==> src/sv/brc_pkg.sv <==
// Package for the barometer reading compensation block: payload types,
// register indexes, formula constants and shift-based division helpers.
`timescale 1ns / 1ps

package brc_pkg;

  // Stages of each pipelined divider, one quotient bit per stage.
  localparam int unsigned DivStages = 32;

  // Configuration register indexes.
  localparam logic [2:0] RegAc1Ac2 = 3'd0;
  localparam logic [2:0] RegAc3Ac4 = 3'd1;
  localparam logic [2:0] RegAc5Ac6 = 3'd2;
  localparam logic [2:0] RegB1B2   = 3'd3;
  localparam logic [2:0] RegMcMd   = 3'd4;

  // Constants of the compensation formulas.
  localparam logic [31:0] TempOffset = 32'd4000;
  localparam logic [31:0] B7Scale    = 32'd50000;
  localparam logic [31:0] HalfRange  = 32'h8000_0000;
  localparam logic [31:0] PresSqK    = 32'd3038;
  localparam logic [31:0] PresLinK   = 32'hFFFF_E343;  // -7357
  localparam logic [31:0] PresOffset = 32'd3791;
  localparam logic [31:0] B4Bias     = 32'd32768;

  typedef struct packed {
    logic [15:0] raw_temp;
    logic [15:0] raw_pressure;
  } brc_in_t;

  typedef struct packed {
    logic signed [31:0] temp_tenths;
    logic signed [31:0] pressure_pa;
    logic               div_error;
  } brc_out_t;

  // Sign extension of a 16-bit coefficient.
  function automatic logic [31:0] sx16(input logic [15:0] v);
    return {{16{v[15]}}, v};
  endfunction

  // Signed division by 2^sh truncating toward zero.
  function automatic logic [31:0] sdiv_p2(input logic [31:0] a, input int unsigned sh);
    logic [31:0] bias;
    bias = a[31] ? ((32'd1 << sh) - 32'd1) : 32'd0;
    return 32'($signed(a + bias) >>> sh);
  endfunction

  // Magnitude of a two's complement value.
  function automatic logic [31:0] mag32(input logic [31:0] v);
    return v[31] ? (32'd0 - v) : v;
  endfunction

endpackage

==> src/sv/brc_div.sv <==
// Pipelined unsigned 32/32 restoring divider, one quotient bit per stage.
// Depends on brc_pkg for the stage count.
`timescale 1ns / 1ps

module brc_div (
  input  logic        clk_i,
  input  logic        en_i,
  input  logic [31:0] dividend_i,
  input  logic [31:0] divisor_i,
  output logic [31:0] quotient_o
);
  import brc_pkg::*;

  logic [31:0] rem_q [1:DivStages-1];
  logic [31:0] num_q [1:DivStages];
  logic [31:0] den_q [1:DivStages-1];

  // Each stage shifts in one dividend bit and tries one subtraction.
  for (genvar k = 0; k < DivStages; k++) begin : g_step
    logic [31:0] r_in, n_in, d_in;
    logic [32:0] trial;
    logic [31:0] diff;
    logic        ge;

    if (k == 0) begin : g_first
      assign r_in = '0;
      assign n_in = dividend_i;
      assign d_in = divisor_i;
    end else begin : g_next
      assign r_in = rem_q[k];
      assign n_in = num_q[k];
      assign d_in = den_q[k];
    end

    // The remainder stays below the divisor, so the low 32 bits suffice.
    assign trial = {r_in, n_in[31]};
    assign diff  = trial[31:0] - d_in;
    assign ge    = trial >= {1'b0, d_in};

    always_ff @(posedge clk_i) begin
      if (en_i) begin
        num_q[k+1] <= {n_in[30:0], ge};
      end
    end

    if (k < DivStages - 1) begin : g_den
      always_ff @(posedge clk_i) begin
        if (en_i) begin
          rem_q[k+1] <= ge ? diff : trial[31:0];
          den_q[k+1] <= d_in;
        end
      end
    end
  end

  assign quotient_o = num_q[DivStages];

endmodule

==> config.mk <==
export PLATFORM = sky130hd
export DESIGN_NAME = brc_div
export DESIGN_NICKNAME = d
export VERILOG_FILES = /design/src/sv/brc_pkg.sv /design/src/sv/brc_div.sv
export SDC_FILE = /design/constraint.sdc
export NUM_CORES = 2
export LEC_CHECK = 0
export BUFFER_PORTS_ARGS = -buffer_cell sky130_fd_sc_hd__buf_2
export CORE_MARGIN = 2
export CORE_UTILIZATION = 55
export DETAILED_ROUTE_END_ITERATION = 10
export PLACE_DENSITY = 0.84
export SKIP_LAST_GASP = 1
export SLEW_MARGIN = 15
export SYNTH_ARGS = -nofsm -noshare
export SYNTH_HDL_FRONTEND = slang
export SYNTH_SLANG_ARGS = --single-unit
==> constraint.sdc <==
create_clock -name clk_i -period 3.9 [get_ports clk_i]
set_input_delay 0.195 -clock clk_i [delete_from_list [all_inputs] [get_ports clk_i]]
set_output_delay 0.195 -clock clk_i [all_outputs]
set_load 0.02 [all_outputs]
==> flow_summary.json <==
{
  "powerDensity_nw_per_um2": 841,
  "multi_input_area_um2": 58000,
  "clk_pin_slew_ns": 0.06,
  "ys_async_sr_fraction": 0,
  "vias": 100000,
  "grt_max_degree": 112,
  "period_share": 0.983,
  "postLayoutCellArea_um2": 174000,
  "worst-path-max-fanout": 5,
  "placed_cell_area_um2": 161000,
  "vdd_drop_max_mv": 0.605,
  "ys_ff_latch": 3008,
  "switching_power_mw": 52.5,
  "cts_num_sinks": 3008,
  "drtPass1Iterations": 6,
  "total_power_mw": 146,
  "slew_violations": 0,
  "skew_ns": 0.0560,
  "coreArea_um2": 279000,
  "holdWs_ns": 0.0636,
  "initial_core_util": 0.552,
  "grt_pass1_vias": 98100,
  "min_path_type": "primary input to flop",
  "tightest_slew_ns": 1.03,
  "syn-num-nets": 13600,
  "synth-edff-count": 3008,
  "clk_path_buf_depth": 4,
  "min_from": "dividend_i[5]",
  "grt_pass1_wl_um": 529000,
  "ioPinCount": 98,
  "worstPathArrival_ns": 4.49,
  "cap_violations": 0,
  "first_iter_violations": 9128,
  "min_period_ns": 3.83,
  "nets": 14200,
  "ys.flop_type": "edfxtp_1",
  "power_frac_clock": 0.213,
  "clockRootBuffer": "clkbuf_16",
  "syn_to_final_growth_pct": 13.2,
  "layout_commonest_cell": "edfxtp_1",
  "overflow": 0,
  "ys_seq_area_frac": 0.587,
  "r2r-end": "rem_q[28][8]",
  "swShare": 0.358,
  "p_leak_nw": 70.3,
  "cts_buffers": 323,
  "mostFrequentLayoutCells": "edfxtp_1 (3008), inv_1 (1222), a21oi_1 (1019)",
  "synthCells": 12500,
  "grtUsageTotal": 0.232,
  "vias_per_cell": 5.87,
  "die-area_um2": 284000,
  "fmax_ghz": 0.261,
  "rsz0062_at_grt": "true",
  "io_buffers": 97,
  "rows": 194,
  "synth.avg_cell_area_um2": 12.3,
  "insertion_delay_ns": 0.92,
  "cp-start-kind": "flop",
  "dp_hpwl_um": 243000,
  "worstSetupStartpoint": "rem_q[27][3]",
  "r2r_cells": 12,
  "status": "completed",
  "die_x_um": 533,
  "slew_headroom": 0.313,
  "cts_tree": "yes",
  "dieHeight_um": 533,
  "fillers": 20800,
  "crit_required_ns": 4.56,
  "pwr-share-comb": 0.437,
  "yosys_warnings": 0,
  "ys_types": 92,
  "wirelength_um": 340000,
  "final_layout_size_suffix_gt1_frac": 0.119,
  "seq_area_um2": 90300,
  "worstReg2RegStart": "rem_q[27][3]",
  "r2r_slack_ns": 0.07,
  "cellInternalPower_mw": 93.9,
  "ant_nets": 0,
  "critPathKind": "flop to flop",
  "finalSetupViolCount": 0,
  "place.gp.congestion": 0.997,
  "drc": 0,
  "final-hold-violation-count": 0,
  "p_seq_frac": 0.350,
  "endpoint_kind": "flop",
  "synth_area_um2": 154000,
  "antenna_found_initial": 8,
  "cts_max_level": 5,
  "endpoint": "rem_q[28][8]",
  "wl_per_cell_um": 19.9
}
[worst max-delay path, cell delays in order, from the launching register on]
cell	delay, ns
edfxtp_1	0.43
ha_1	0.26
nor3_1	0.33
a31oi_4	0.15
a311o_1	0.35
a221o_1	0.38
a221oi_4	0.34
buf_4	0.18
o21ai_2	0.07
a2111oi_2	0.38
a21o_2	0.25
buf_12	0.15
mux2_2	0.33
[sequential cells by signal, summed over array words and instances, names as in the netlist]
signal and flops:
num_q 1024, den_q 992, rem_q 992
[logic make-up (layout without fill, tap and decap cells)]
logic type | count (synthesis) | in the layout | share of synthesized area
simple gates | 2410 | 2410 | 0.0751
flops | 3008 | 3008 | 0.587
xor+xnor | 820 | 820 | 0.0467
other cells | 0 | 3 | 0
fa+ha+maj | 1024 | 1024 | 0.0848
mux | 529 | 529 | 0.0384
buf+inv | 1537 | 2416 | 0.0383
compound gates | 3158 | 3158 | 0.129
[per-stage QoR]
stage	setup WS [ns]	util	instances	setup TNS, ns
6_report	0.0657	0.624	17100	0
4_1_cts	-0.00394	0.622	17100	-0.00394
5_1_grt	-0.0185	0.624	17100	-0.155
3_5_place_dp	-0.119	0.579	16400	-1.58
3_3_place_gp	0.00807	0.579	16400	0
2_1_floorplan	0.294	-	12500	0
[cell usage after synthesis (37+ instances only)]
cell type     n  area (um2)
nor3_1      128         641
o211ai_1     37         278
nor4_1       45         282
buf_2        56         280
nand2b_1    124         776
nand2_1     692        2600
nand4_1     165        1030
o21ai_0     670        3350
and3_1       90         563
o31ai_1      59         443
mux2_2      477        5370
clkbuf_1    238         893
mux2i_1      43         430
a21boi_0     68         510
a21o_1      551        4140
nor2_1      618        2320
edfxtp_1   3008       90300
nor2b_1     166        1040
inv_1      1222        4590
and2_1       41         257
o21bai_1    110         826
xor2_1      320        2800
nand3_1     198         991
o21a_1      140        1050
ha_1        994       12400
a31oi_1      96         601
a21oi_1    1023        5120
a211oi_1     51         383
xnor2_1     500        4380
[final cells by class]
class | count | share of cell area
Timing Repair Buffer | 609 | 0.0325
Tap cell | 3724 | 0.0268
Clock inverter | 209 | 0.0143
Clock buffer | 376 | 0.0478
Sequential cell | 3008 | 0.519
Antenna cell | 3 | 0.0000431
Multi-Input combinational cell | 7941 | 0.333
Inverter | 1222 | 0.0264
[layer usage]
metal,vias to the layer above,track usage,wire (um)
met4,4,0.112,17600
met1,48200,0.291,135000
li1,47400,-,-
met5,-,0,30
met2,3661,0.397,166000
met3,990,0.0315,20900
[timing repair]
action,CTS,global route
hold buffers,117,0
gates cloned,0,8
endpoints found under the setup margin,57,459
setup buffers,0,17
pin swaps,6,23
resized for setup,6,80
endpoints found under the hold margin,123,0
[power by group through the flow]
stage | registers, mW | clock network (mW) | logic (mW)
floorplan | 49.1 | 0 | 46.4
global placement | 51.5 | 0 | 59.8
detailed placement | 51.6 | 0 | 61.2
CTS | 51.0 | 31.8 | 62.1
global route | 51.6 | 33.1 | 70.3
finish | 51.2 | 31.2 | 64.0
[how the worst min path moves through the flow]
stage / to / slack (ns) / cells past startpoint
after floorplan: den_q[1][0] / 0.29 / 0
after global placement: num_q[0][61] / 0.37 / 1
after detailed placement: num_q[0][45] / 0.37 / 1
after CTS: den_q[1][29] / 0.0005 / 2
after global routing: den_q[1][17] / 0.04 / 2
final: num_q[0][38] / 0.06 / 2
Note: power is estimated with default switching activity, not from simulation.
